===== config.mk =====
export PLATFORM = sky130hd
export DESIGN_NAME = ieee1284_host_nibble_sequencer
export DESIGN_NICKNAME = d
export VERILOG_FILES = /design/src/sv/ihns_pkg.sv /design/src/sv/ieee1284_host_nibble_sequencer.sv /design/src/sv/ihns_front.sv /design/src/sv/ihns_back.sv
export VERILOG_INCLUDE_DIRS = /design/src /design/src/sv
export SDC_FILE = /design/constraint.sdc
export NUM_CORES = 1
export LEC_CHECK = 0
export BUFFER_PORTS_ARGS = -buffer_cell sky130_fd_sc_hd__buf_2
export CAP_MARGIN = 20
export CORE_UTILIZATION = 26
export DETAILED_ROUTE_END_ITERATION = 7
export GPL_ROUTABILITY_DRIVEN = 0
export PLACE_DENSITY = 0.46
export SYNTH_ARGS = -nofsm -noshare
export SYNTH_HDL_FRONTEND = slang
export SYNTH_SLANG_ARGS = --single-unit
export TNS_END_PERCENT = 50

===== constraint.sdc =====
create_clock -name clk -period 4.9 [get_ports clk]
set_clock_uncertainty 0.05 [all_clocks]
set_input_delay 0.98 -clock clk [delete_from_list [all_inputs] [get_ports clk]]
set_output_delay 0.98 -clock clk [all_outputs]
set_load 0.1 [all_outputs]

===== src/sv/ieee1284_host_nibble_sequencer_assert.svh =====
// Assertion macros for the IEEE 1284 host nibble sequencer.
// Needs signals named clk and arst_n in the module that uses them.
`ifndef IEEE1284_HOST_NIBBLE_SEQUENCER_ASSERT_SVH
`define IEEE1284_HOST_NIBBLE_SEQUENCER_ASSERT_SVH

`ifndef NO_ASSERTIONS
// Check a property on every rising edge outside reset
`define IHNS_ASSERT(lbl, prop) \
	lbl: assert property (@(posedge clk) disable iff (!arst_n) (prop)) \
		else $error("ihns assertion failed");
// Check that a condition never holds
`define IHNS_ASSERT_NEVER(lbl, cond) \
	lbl: assert property (@(posedge clk) disable iff (!arst_n) !(cond)) \
		else $error("ihns forbidden condition seen");
`else
`define IHNS_ASSERT(lbl, prop)
`define IHNS_ASSERT_NEVER(lbl, cond)
`endif

`endif


===== src/sv/ihns_pkg.sv =====
// Shared types and constants of the IEEE 1284 host nibble sequencer.
// No dependencies.
package ihns_pkg;

	// Command field of an input word
	typedef enum logic [1:0] {
		CMD_TICK        = 2'd0,
		CMD_NEGOTIATE   = 2'd1,
		CMD_TERMINATE   = 2'd2,
		CMD_NIBBLE_READ = 2'd3
	} cmd_e;

	// Completion codes
	typedef enum logic [1:0] {
		RES_OK        = 2'd0,
		RES_NOT_1284  = 2'd1,
		RES_SEL_LOW   = 2'd2,
		RES_REJ_BUSY  = 2'd3
	} res_code_e;

	// Sequencer phases
	typedef enum logic [3:0] {
		PH_IDLE,
		PH_RST1,
		PH_RST2,
		PH_NEG1,
		PH_NEG2,
		PH_NEG3,
		PH_TRM1,
		PH_TRM2,
		PH_NIB_HI,
		PH_NIB_LO
	} phase_e;

	// Configuration register indexes
	localparam logic [1:0] REG_SHORT_DELAY = 2'd0;
	localparam logic [1:0] REG_RESET_DELAY = 2'd1;

	// Control register bits and values
	localparam logic [3:0] CTRL_AUTOFD   = 4'h2;
	localparam logic [3:0] CTRL_SELECTIN = 4'h8;
	localparam logic [3:0] CTRL_RESET    = 4'hc;
	localparam logic [3:0] CTRL_NEG_INIT = 4'h8;
	localparam logic [3:0] CTRL_LOW2     = 4'h3;

	// Status register masks
	localparam logic [7:0] STAT_ID_MASK  = 8'h78;
	localparam logic [7:0] STAT_ID_VALUE = 8'h38;
	localparam logic [7:0] STAT_SELECT   = 8'h10;
	localparam logic [7:0] STAT_NFAULT   = 8'h08;

	// Reset values of the delay registers
	localparam logic [15:0] SHORT_DELAY_RESET = 16'd1000;
	localparam logic [15:0] RESET_DELAY_RESET = 16'd5000;

	// Classified input word as held in the queue
	typedef struct packed {
		cmd_e        kind;
		logic        is_cmd;
		logic [7:0]  mode_byte;
		logic [15:0] byte_count;
		logic [7:0]  status_lines;
	} item_t;

	// One result word
	typedef struct packed {
		logic [3:0]  ctrl_lines;
		logic [7:0]  data_lines;
		logic [7:0]  rx_byte;
		logic        rx_valid;
		logic        done_res;
		res_code_e   result_code;
		logic [15:0] bytes_read;
		logic        busy_res;
	} result_t;

endpackage


===== src/sv/ieee1284_host_nibble_sequencer.sv =====
// Top level of the IEEE 1284 host nibble sequencer: front end with queue and
// sequencer back end. Depends on ihns_pkg, ihns_front and ihns_back.
//
//  channel   handshake            payload
//  input     in_valid / in_stall  cmd, mode_byte, byte_count, status_lines
//  output    out_valid/out_stall  ctrl_lines .. busy_res, one word per input
//  config    cfg_we               cfg_index, cfg_wdata
//
// One input word is taken each cycle while in_stall is low; its result word is
// registered as the sequencer pops it from the two-entry queue, at an edge later
// than its accepting one; unstalled, one word and state update each cycle.
// Reset returns the control register to 0xc, the delays to their defaults
// and empties the queue and the result register.
// A stalled output holds its word; the queue fills and then stalls the input.
module ieee1284_host_nibble_sequencer #(
	parameter int COUNT_BITS = 16,
	parameter int DELAY_BITS = 16
) (
	input  logic        clk,
	input  logic        arst_n,
	input  logic        cfg_we,
	input  logic [1:0]  cfg_index,
	input  logic [15:0] cfg_wdata,
	input  logic        in_valid,
	output logic        in_stall,
	input  logic [1:0]  cmd,
	input  logic [7:0]  mode_byte,
	input  logic [15:0] byte_count,
	input  logic [7:0]  status_lines,
	output logic        out_valid,
	input  logic        out_stall,
	output logic [3:0]  ctrl_lines,
	output logic [7:0]  data_lines,
	output logic [7:0]  rx_byte,
	output logic        rx_valid,
	output logic        done_res,
	output logic [1:0]  result_code,
	output logic [15:0] bytes_read,
	output logic        busy_res
);

	logic              q_valid;
	logic              q_pop;
	ihns_pkg::item_t   q_item;
	ihns_pkg::result_t res;

	ihns_front u_front (
		.clk          (clk),
		.arst_n       (arst_n),
		.in_valid     (in_valid),
		.in_stall     (in_stall),
		.cmd          (cmd),
		.mode_byte    (mode_byte),
		.byte_count   (byte_count),
		.status_lines (status_lines),
		.q_valid      (q_valid),
		.q_item       (q_item),
		.q_pop        (q_pop)
	);

	ihns_back #(
		.COUNT_BITS (COUNT_BITS),
		.DELAY_BITS (DELAY_BITS)
	) u_back (
		.clk       (clk),
		.arst_n    (arst_n),
		.cfg_we    (cfg_we),
		.cfg_index (cfg_index),
		.cfg_wdata (cfg_wdata),
		.q_valid   (q_valid),
		.q_item    (q_item),
		.q_pop     (q_pop),
		.out_valid (out_valid),
		.out_stall (out_stall),
		.res       (res)
	);

	// Unpack the result word onto the ports
	assign ctrl_lines  = res.ctrl_lines;
	assign data_lines  = res.data_lines;
	assign rx_byte     = res.rx_byte;
	assign rx_valid    = res.rx_valid;
	assign done_res    = res.done_res;
	assign result_code = res.result_code;
	assign bytes_read  = res.bytes_read;
	assign busy_res    = res.busy_res;

endmodule


===== src/sv/ihns_front.sv =====
// Front end: accepts input words, classifies the command and holds them in a
// two-entry queue for the sequencer. Depends on ihns_pkg.
module ihns_front (
	input  logic                clk,
	input  logic                arst_n,
	input  logic                in_valid,
	output logic                in_stall,
	input  logic [1:0]          cmd,
	input  logic [7:0]          mode_byte,
	input  logic [15:0]         byte_count,
	input  logic [7:0]          status_lines,
	output logic                q_valid,
	output ihns_pkg::item_t     q_item,
	input  logic                q_pop
);

	ihns_pkg::item_t q_mem_q [2];
	logic            wr_ptr_q;
	logic            rd_ptr_q;
	logic [1:0]      count_q;
	logic            push;
	ihns_pkg::item_t new_item;

	// Classify the incoming word
	always_comb begin
		new_item.kind         = ihns_pkg::cmd_e'(cmd);
		new_item.is_cmd       = (ihns_pkg::cmd_e'(cmd) != ihns_pkg::CMD_TICK);
		new_item.mode_byte    = mode_byte;
		new_item.byte_count   = byte_count;
		new_item.status_lines = status_lines;
	end

	assign in_stall = (count_q == 2'd2);
	assign push     = in_valid && !in_stall;
	assign q_valid  = (count_q != 2'd0);
	assign q_item   = q_mem_q[rd_ptr_q];

	// Store pushed words
	always_ff @(posedge clk) begin
		if (push) begin
			q_mem_q[wr_ptr_q] <= new_item;
		end
	end

	// Advance pointers and fill level
	always_ff @(posedge clk or negedge arst_n) begin
		if (!arst_n) begin
			wr_ptr_q <= 1'b0;
			rd_ptr_q <= 1'b0;
			count_q  <= 2'd0;
		end else begin
			if (push) begin
				wr_ptr_q <= !wr_ptr_q;
			end
			if (q_pop) begin
				rd_ptr_q <= !rd_ptr_q;
			end
			case ({push, q_pop})
				2'b10:   count_q <= count_q + 2'd1;
				2'b01:   count_q <= count_q - 2'd1;
				default: count_q <= count_q;
			endcase
		end
	end

endmodule


===== src/sv/ihns_back.sv =====
// Back end: the negotiation, terminate and nibble read sequencer with its
// delay registers and the result register. Depends on ihns_pkg and the
// assertion header.
`include "ieee1284_host_nibble_sequencer_assert.svh"

module ihns_back #(
	parameter int COUNT_BITS = 16,
	parameter int DELAY_BITS = 16
) (
	input  logic                clk,
	input  logic                arst_n,
	input  logic                cfg_we,
	input  logic [1:0]          cfg_index,
	input  logic [15:0]         cfg_wdata,
	input  logic                q_valid,
	input  ihns_pkg::item_t     q_item,
	output logic                q_pop,
	output logic                out_valid,
	input  logic                out_stall,
	output ihns_pkg::result_t   res
);

	// Configuration
	logic [15:0] short_q;
	logic [15:0] reset_q;

	// Sequencer state
	ihns_pkg::phase_e      phase_q, phase_d;
	logic [3:0]            ctrl_q, ctrl_d;
	logic [7:0]            data_q, data_d;
	logic [DELAY_BITS-1:0] wait_q, wait_d;
	logic [COUNT_BITS:0]   idx_q, idx_d;
	logic [3:0]            lown_q, lown_d;
	logic [COUNT_BITS-1:0] tgt_q, tgt_d;

	// Result register
	logic                  out_valid_q;
	ihns_pkg::result_t     res_q;
	ihns_pkg::result_t     res_d;

	// Helpers
	logic [31:0]           short_ext, reset_ext, count_ext, br_ext;
	logic [DELAY_BITS-1:0] short_ld, reset_ld;
	logic [COUNT_BITS-1:0] count_ld;
	logic [3:0]            nib;
	logic [7:0]            s;
	logic                  start_nib;

	assign short_ext = 32'(short_q);
	assign reset_ext = 32'(reset_q);
	assign count_ext = 32'(q_item.byte_count);
	assign short_ld  = short_ext[DELAY_BITS-1:0];
	assign reset_ld  = reset_ext[DELAY_BITS-1:0];
	assign count_ld  = count_ext[COUNT_BITS-1:0];
	assign s         = q_item.status_lines;
	assign nib       = {~s[7], s[5:3]};

	assign q_pop     = q_valid && (!out_valid_q || !out_stall);
	assign out_valid = out_valid_q;
	assign res       = res_q;

	// Hold configuration writes
	always_ff @(posedge clk or negedge arst_n) begin
		if (!arst_n) begin
			short_q <= ihns_pkg::SHORT_DELAY_RESET;
			reset_q <= ihns_pkg::RESET_DELAY_RESET;
		end else if (cfg_we) begin
			case (cfg_index)
				ihns_pkg::REG_SHORT_DELAY: short_q <= cfg_wdata;
				ihns_pkg::REG_RESET_DELAY: reset_q <= cfg_wdata;
				default: ;
			endcase
		end
	end

	// Step the sequence by one word
	always_comb begin
		phase_d   = phase_q;
		ctrl_d    = ctrl_q;
		data_d    = data_q;
		wait_d    = wait_q;
		idx_d     = idx_q;
		lown_d    = lown_q;
		tgt_d     = tgt_q;
		start_nib = 1'b0;
		res_d.rx_byte     = 8'd0;
		res_d.rx_valid    = 1'b0;
		res_d.done_res    = 1'b0;
		res_d.result_code = ihns_pkg::RES_OK;

		if (phase_q == ihns_pkg::PH_IDLE) begin
			case (q_item.kind)
				ihns_pkg::CMD_NEGOTIATE: begin
					ctrl_d  = ihns_pkg::CTRL_NEG_INIT;
					data_d  = q_item.mode_byte;
					wait_d  = reset_ld;
					phase_d = ihns_pkg::PH_RST1;
				end
				ihns_pkg::CMD_TERMINATE: begin
					ctrl_d  = (ctrl_q & ~ihns_pkg::CTRL_AUTOFD) | ihns_pkg::CTRL_SELECTIN;
					wait_d  = short_ld;
					phase_d = ihns_pkg::PH_TRM1;
				end
				ihns_pkg::CMD_NIBBLE_READ: begin
					tgt_d = count_ld;
					idx_d = '0;
					if (count_ld == '0) begin
						res_d.done_res = 1'b1;
					end else begin
						start_nib = 1'b1;
					end
				end
				default: ;
			endcase
		end else if (q_item.is_cmd) begin
			res_d.result_code = ihns_pkg::RES_REJ_BUSY;
		end else if (wait_q > DELAY_BITS'(1)) begin
			wait_d = wait_q - DELAY_BITS'(1);
		end else begin
			case (phase_q)
				ihns_pkg::PH_RST1: begin
					ctrl_d  = ihns_pkg::CTRL_RESET;
					wait_d  = reset_ld;
					phase_d = ihns_pkg::PH_RST2;
				end
				ihns_pkg::PH_RST2: begin
					ctrl_d  = (ctrl_q & ~ihns_pkg::CTRL_LOW2) | ihns_pkg::CTRL_SELECTIN;
					wait_d  = short_ld;
					phase_d = ihns_pkg::PH_NEG1;
				end
				ihns_pkg::PH_NEG1: begin
					ctrl_d  = (ctrl_q & ~ihns_pkg::CTRL_SELECTIN) | ihns_pkg::CTRL_AUTOFD;
					wait_d  = short_ld;
					phase_d = ihns_pkg::PH_NEG2;
				end
				ihns_pkg::PH_NEG2: begin
					if ((s & ihns_pkg::STAT_ID_MASK) != ihns_pkg::STAT_ID_VALUE) begin
						ctrl_d  = (ctrl_q & ~ihns_pkg::CTRL_AUTOFD) | ihns_pkg::CTRL_SELECTIN;
						phase_d = ihns_pkg::PH_IDLE;
						res_d.done_res    = 1'b1;
						res_d.result_code = ihns_pkg::RES_NOT_1284;
					end else begin
						ctrl_d  = ctrl_q & ~ihns_pkg::CTRL_LOW2;
						wait_d  = short_ld;
						phase_d = ihns_pkg::PH_NEG3;
					end
				end
				ihns_pkg::PH_NEG3: begin
					phase_d = ihns_pkg::PH_IDLE;
					res_d.done_res = 1'b1;
					if ((s & ihns_pkg::STAT_SELECT) == 8'd0) begin
						res_d.result_code = ihns_pkg::RES_SEL_LOW;
					end
				end
				ihns_pkg::PH_TRM1: begin
					ctrl_d  = ctrl_q | ihns_pkg::CTRL_AUTOFD;
					wait_d  = short_ld;
					phase_d = ihns_pkg::PH_TRM2;
				end
				ihns_pkg::PH_TRM2: begin
					ctrl_d  = ctrl_q & ~ihns_pkg::CTRL_AUTOFD;
					phase_d = ihns_pkg::PH_IDLE;
					res_d.done_res = 1'b1;
				end
				ihns_pkg::PH_NIB_HI: begin
					if (idx_q[0]) begin
						res_d.rx_byte  = {nib, lown_q};
						res_d.rx_valid = 1'b1;
					end else begin
						lown_d = nib;
					end
					idx_d   = idx_q + (COUNT_BITS+1)'(1);
					ctrl_d  = ctrl_q & ~ihns_pkg::CTRL_AUTOFD;
					wait_d  = short_ld;
					phase_d = ihns_pkg::PH_NIB_LO;
				end
				ihns_pkg::PH_NIB_LO: begin
					if (idx_q >= {tgt_q, 1'b0}) begin
						phase_d = ihns_pkg::PH_IDLE;
						res_d.done_res = 1'b1;
					end else begin
						start_nib = 1'b1;
					end
				end
				default: phase_d = ihns_pkg::PH_IDLE;
			endcase
		end

		// Raise HostBusy for the next nibble, or stop when the peripheral has no data
		if (start_nib) begin
			ctrl_d = ctrl_q | ihns_pkg::CTRL_AUTOFD;
			if (!idx_d[0] && ((s & ihns_pkg::STAT_NFAULT) != 8'd0)) begin
				phase_d = ihns_pkg::PH_IDLE;
				res_d.done_res = 1'b1;
			end else begin
				wait_d  = short_ld;
				phase_d = ihns_pkg::PH_NIB_HI;
			end
		end

		br_ext = 32'(idx_d[COUNT_BITS:1]);
		res_d.ctrl_lines = ctrl_d;
		res_d.data_lines = data_d;
		res_d.bytes_read = br_ext[15:0];
		res_d.busy_res   = (phase_d != ihns_pkg::PH_IDLE);
	end

	// Update state on each popped word
	always_ff @(posedge clk or negedge arst_n) begin
		if (!arst_n) begin
			phase_q <= ihns_pkg::PH_IDLE;
			ctrl_q  <= ihns_pkg::CTRL_RESET;
			data_q  <= 8'd0;
			wait_q  <= '0;
			idx_q   <= '0;
			lown_q  <= 4'd0;
			tgt_q   <= '0;
		end else if (q_pop) begin
			phase_q <= phase_d;
			ctrl_q  <= ctrl_d;
			data_q  <= data_d;
			wait_q  <= wait_d;
			idx_q   <= idx_d;
			lown_q  <= lown_d;
			tgt_q   <= tgt_d;
		end
	end

	// Hold the result word until it is taken
	always_ff @(posedge clk or negedge arst_n) begin
		if (!arst_n) begin
			out_valid_q <= 1'b0;
		end else if (q_pop) begin
			out_valid_q <= 1'b1;
		end else if (!out_stall) begin
			out_valid_q <= 1'b0;
		end
	end

	always_ff @(posedge clk) begin
		if (q_pop) begin
			res_q <= res_d;
		end
	end

	`IHNS_ASSERT(a_busy_tracks_phase, q_pop |=> (res_q.busy_res == (phase_q != ihns_pkg::PH_IDLE)))
	`IHNS_ASSERT_NEVER(a_done_while_busy, out_valid_q && res_q.done_res && res_q.busy_res)
	`IHNS_ASSERT(a_rx_mid_read, (out_valid_q && res_q.rx_valid) |-> (res_q.busy_res && !res_q.done_res))
	`IHNS_ASSERT(a_reject_no_done, (out_valid_q && res_q.result_code == ihns_pkg::RES_REJ_BUSY) |-> (res_q.busy_res && !res_q.done_res))
	`IHNS_ASSERT(a_index_bound, (phase_q == ihns_pkg::PH_NIB_LO) |-> (idx_q <= {tgt_q, 1'b0}))

endmodule

==> results_dict.tcl <==
set metrics [dict create \
    synthFlopType "edfxtp_1" \
    rr_worst_depth 8 \
    synthTopCellsByCount "105 x edfxtp_1, 93 x dfrtp_1, 74 x nor2_1" \
    clock.fmax_mhz 288 \
    worst_slew_pin_slew_ns 0.937 \
    final_max_slew_viol_count 0 \
    r2r-end "u_back.wait_q[13]$_DFFE_PN0P_" \
    status "finished clean" \
    max_stage_delay_ns 0.67 \
    synth_warnings 0 \
    ys_seq_area_share_pct 54.6 \
    cp-end-kind "flop" \
    ff2ff_setup_slack_ns 1.43 \
    rsz0062_at_grt "no" \
    synth.most_common_cell "edfxtp_1" \
    cts_hold_buffers 0 \
    h-tree-depth 1 \
    dp_slack_ns 1.50 \
    clk-insertion-delay-late_ns 0.54 \
    hold_class "flop to flop" \
    clk_path_buf_depth 3 \
    hpwl_um 20700 \
    syn_inst 954 \
    critPathArrivalTime_ns 3.85 \
    drt-pass1-iter-count 5 \
    start_util_pct 26.6 \
    min_path_cells 2 \
    postCtsSetupBuffers 0 \
    viasPerCell 5.00 \
    final_util_pct 31.4 \
    wl_met1_um 14100 \
    fin_cells 1586 \
    grt_max_degree 54 \
    cp.required_ns 5.28 \
    highest_layer "met5" \
    postRouteAntennaNets 0 \
    drtIter0Drc 550 \
    powerDensity_nw_per_um2 648 \
    synthToLayoutAreaGrowth_pct 18.0 \
    wl_met3_um 1760 \
    ir_drop_v 0.000504 \
    fin_tns_setup_ns 0 \
    postRouteWirelength_um 29800 \
    dp.cells 1540 \
    yosysTopAreaCell "edfxtp_1" \
    power.leakage_nw 4.94 \
    route.met2.wl_um 13200 \
    crit_slowest_cell "o21ba_2" \
    period_minus_slack_ns 3.47 \
    die_height_um 205 \
    place_area_um2 11800 \
    cts.clk_slew.worst_paths_ns 0.06 \
    synth_area_leaders "edfxtp_1 30%, dfrtp_1 22%, mux2_2 5.6%" \
    top_level_ports 100 \
    synth_top_area_share_pct 29.6 \
    clockRootBuffer "clkbuf_16" \
    path_max_fanout 31 \
    clock-sinks 211 \
    multi_input_area_um2 4470 \
    slew_headroom_pct 37.3 \
    cts_tree "yes" \
    holdCritStartpoint "u_back.ctrl_q[2]$_DFFE_PN1P_" \
    antenna_found_initial 4 \
    ys_ff_latch 211 \
    final_layout_size_suffix_gt1_share_pct 23.8 \
    synth_cell_type_count 73 \
    final_cell_area_um2 12600 \
    fin_nets 1122 \
    port_buffers 96 \
    post_cts_resized 0 \
    setup_viol 0 \
    drc 0 \
    hold_path_end "u_back.ctrl_q[2]$_DFFE_PN1P_" \
    total_power_mw 8.16 \
    fp.coreArea_um2 40100 \
    fin_crit_sh_pct 70.8 \
    wl_per_cell_um 18.8 \
    syn-num-nets 1034 \
    cp_cell_sequence "inv_1 -> ha_1 -> o2111a_1 -> and3_1 -> and4_1 -> o21ba_2 -> a2111oi_0 -> a221oi_1" \
    gr-total-overflow 0 \
    grt_pass1_vias 7989 \
    synth_edf_count 105 \
    vias 7924 \
    rr_startpoint "u_back.wait_q[0]$_DFFE_PN0P_" \
    numCtsBuffers 24 \
    hold_viol_final 0 \
    synthArstFlopShare_pct 50.2 \
    die_area_um2 41800 \
    register_area_um2 5820 \
    start_kind "flop" \
    track_usage_pct 14.4 \
    grt_pass1_wl_um 47000 \
    path_class "flop to flop" \
    cap_violations 0 \
    final.setup.worst_slack_ns 1.43 \
    die-width_um 205 \
    holdWs_ns 0.415 \
    syn_area_um2 10700 \
    fillCellCount 4084 \
    syn_avg_cell_area_um2 11.2 \
    rows 73 \
]
state kept, by name, summed over array words and instances, names as in the netlist:
name / count
u_back.data_q: 8
u_back.ctrl_q: 4
u_back.out_valid: 1
u_back.lown_q: 4
u_front.count_q: 2
u_back.res: 41
u_back.tgt_q: 16
u_front.rd_ptr_q: 1
u_back.short_ld: 16
u_back.wait_q: 16
u_front.wr_ptr_q: 1
u_back.phase_q: 4
u_back.idx_q: 17
u_front.q_mem_q: 64
u_back.reset_ld: 16
per-layer routing:
metal | track usage (%) | vias up
met3 | 2.94 | 51
met5 | 0 | -
met1 | 20.2 | 3872
met2 | 22.1 | 200
met4 | 4.74 | 6
li1 | - | 3795
layout by cell type, fill, tap and decap left out, drive strengths merged, types with 7 or more instances in the layout:
master  count
a22oi      10
buf       123
mux2i      33
o211ai     16
dfstp      13
ha         23
nand3b      7
mux2       53
nand2b     10
nand3      22
nor4       13
nor2       75
or3         7
and2       13
o31ai      22
edfxtp    105
o21ai      53
nor3       18
clkinv     10
a211oi     10
nand2      70
clkbuf     31
nand4      14
a21oi      60
a31oi      12
a221oi     19
inv        32
dfrtp      93
worst max path at each step:
| stage | start | to | slack, ns | cells past startpoint |
|---|---|---|---|---|
| finish | u_back.wait_q[0]$_DFFE_PN0P_ | u_back.wait_q[13]$_DFFE_PN0P_ | 1.43 | 8 |
| global route | u_back.wait_q[0]$_DFFE_PN0P_ | u_back.wait_q[13]$_DFFE_PN0P_ | 1.21 | 8 |
| CTS | u_back.wait_q[0]$_DFFE_PN0P_ | u_back.wait_q[15]$_DFFE_PN0P_ | 1.49 | 8 |
| detailed placement | u_back.wait_q[0]$_DFFE_PN0P_ | u_back.wait_q[15]$_DFFE_PN0P_ | 1.50 | 8 |
| global placement | u_front.rd_ptr_q$_DFFE_PN0P_ | u_back.wait_q[15]$_DFFE_PN0P_ | 1.56 | 8 |
| floorplan | out_stall | u_front.count_q[1]$_DFFE_PN0P_ | 1.36 | 7 |
cell type report:
type,count,area share [%]
diodes,1,0.0199
clock buffers,31,5.06
clock inverters,13,1.37
inverters,33,0.994
multi-input cells,649,35.5
flip-flops and latches,211,46.3
well taps,525,5.22
repair buffers,123,5.58
power breakdown:
| part | internal, mW | switching, mW | total [mW] |
|---|---|---|---|
| combinational | 0.981 | 2.51 | 3.49 |
| clock | 1.13 | 0.738 | 1.87 |
| sequential | 2.45 | 0.351 | 2.80 |
logic make-up after synthesis:
kind of cell | share of synthesized area [%]
multiplexers | 8.69
AND/OR/NAND/NOR | 13.1
AO/OA/AOI/OAI | 16.4
buffers and inverters | 3.80
adder cells (fa/ha/maj) | 2.79
flip-flops | 54.6
XOR/XNOR | 0.575
worst max-delay path: cells and delay by family (launching register included):
kind                       cells  cell delay [ns]
AOI/OAI and AO/OA              4             1.71
adders and majority gates      1             0.46
buffers and inverters          1             0.17
DFF                            1             0.44
and+or+nand+nor                2             0.49
Power figures use the tool's default switching activity.
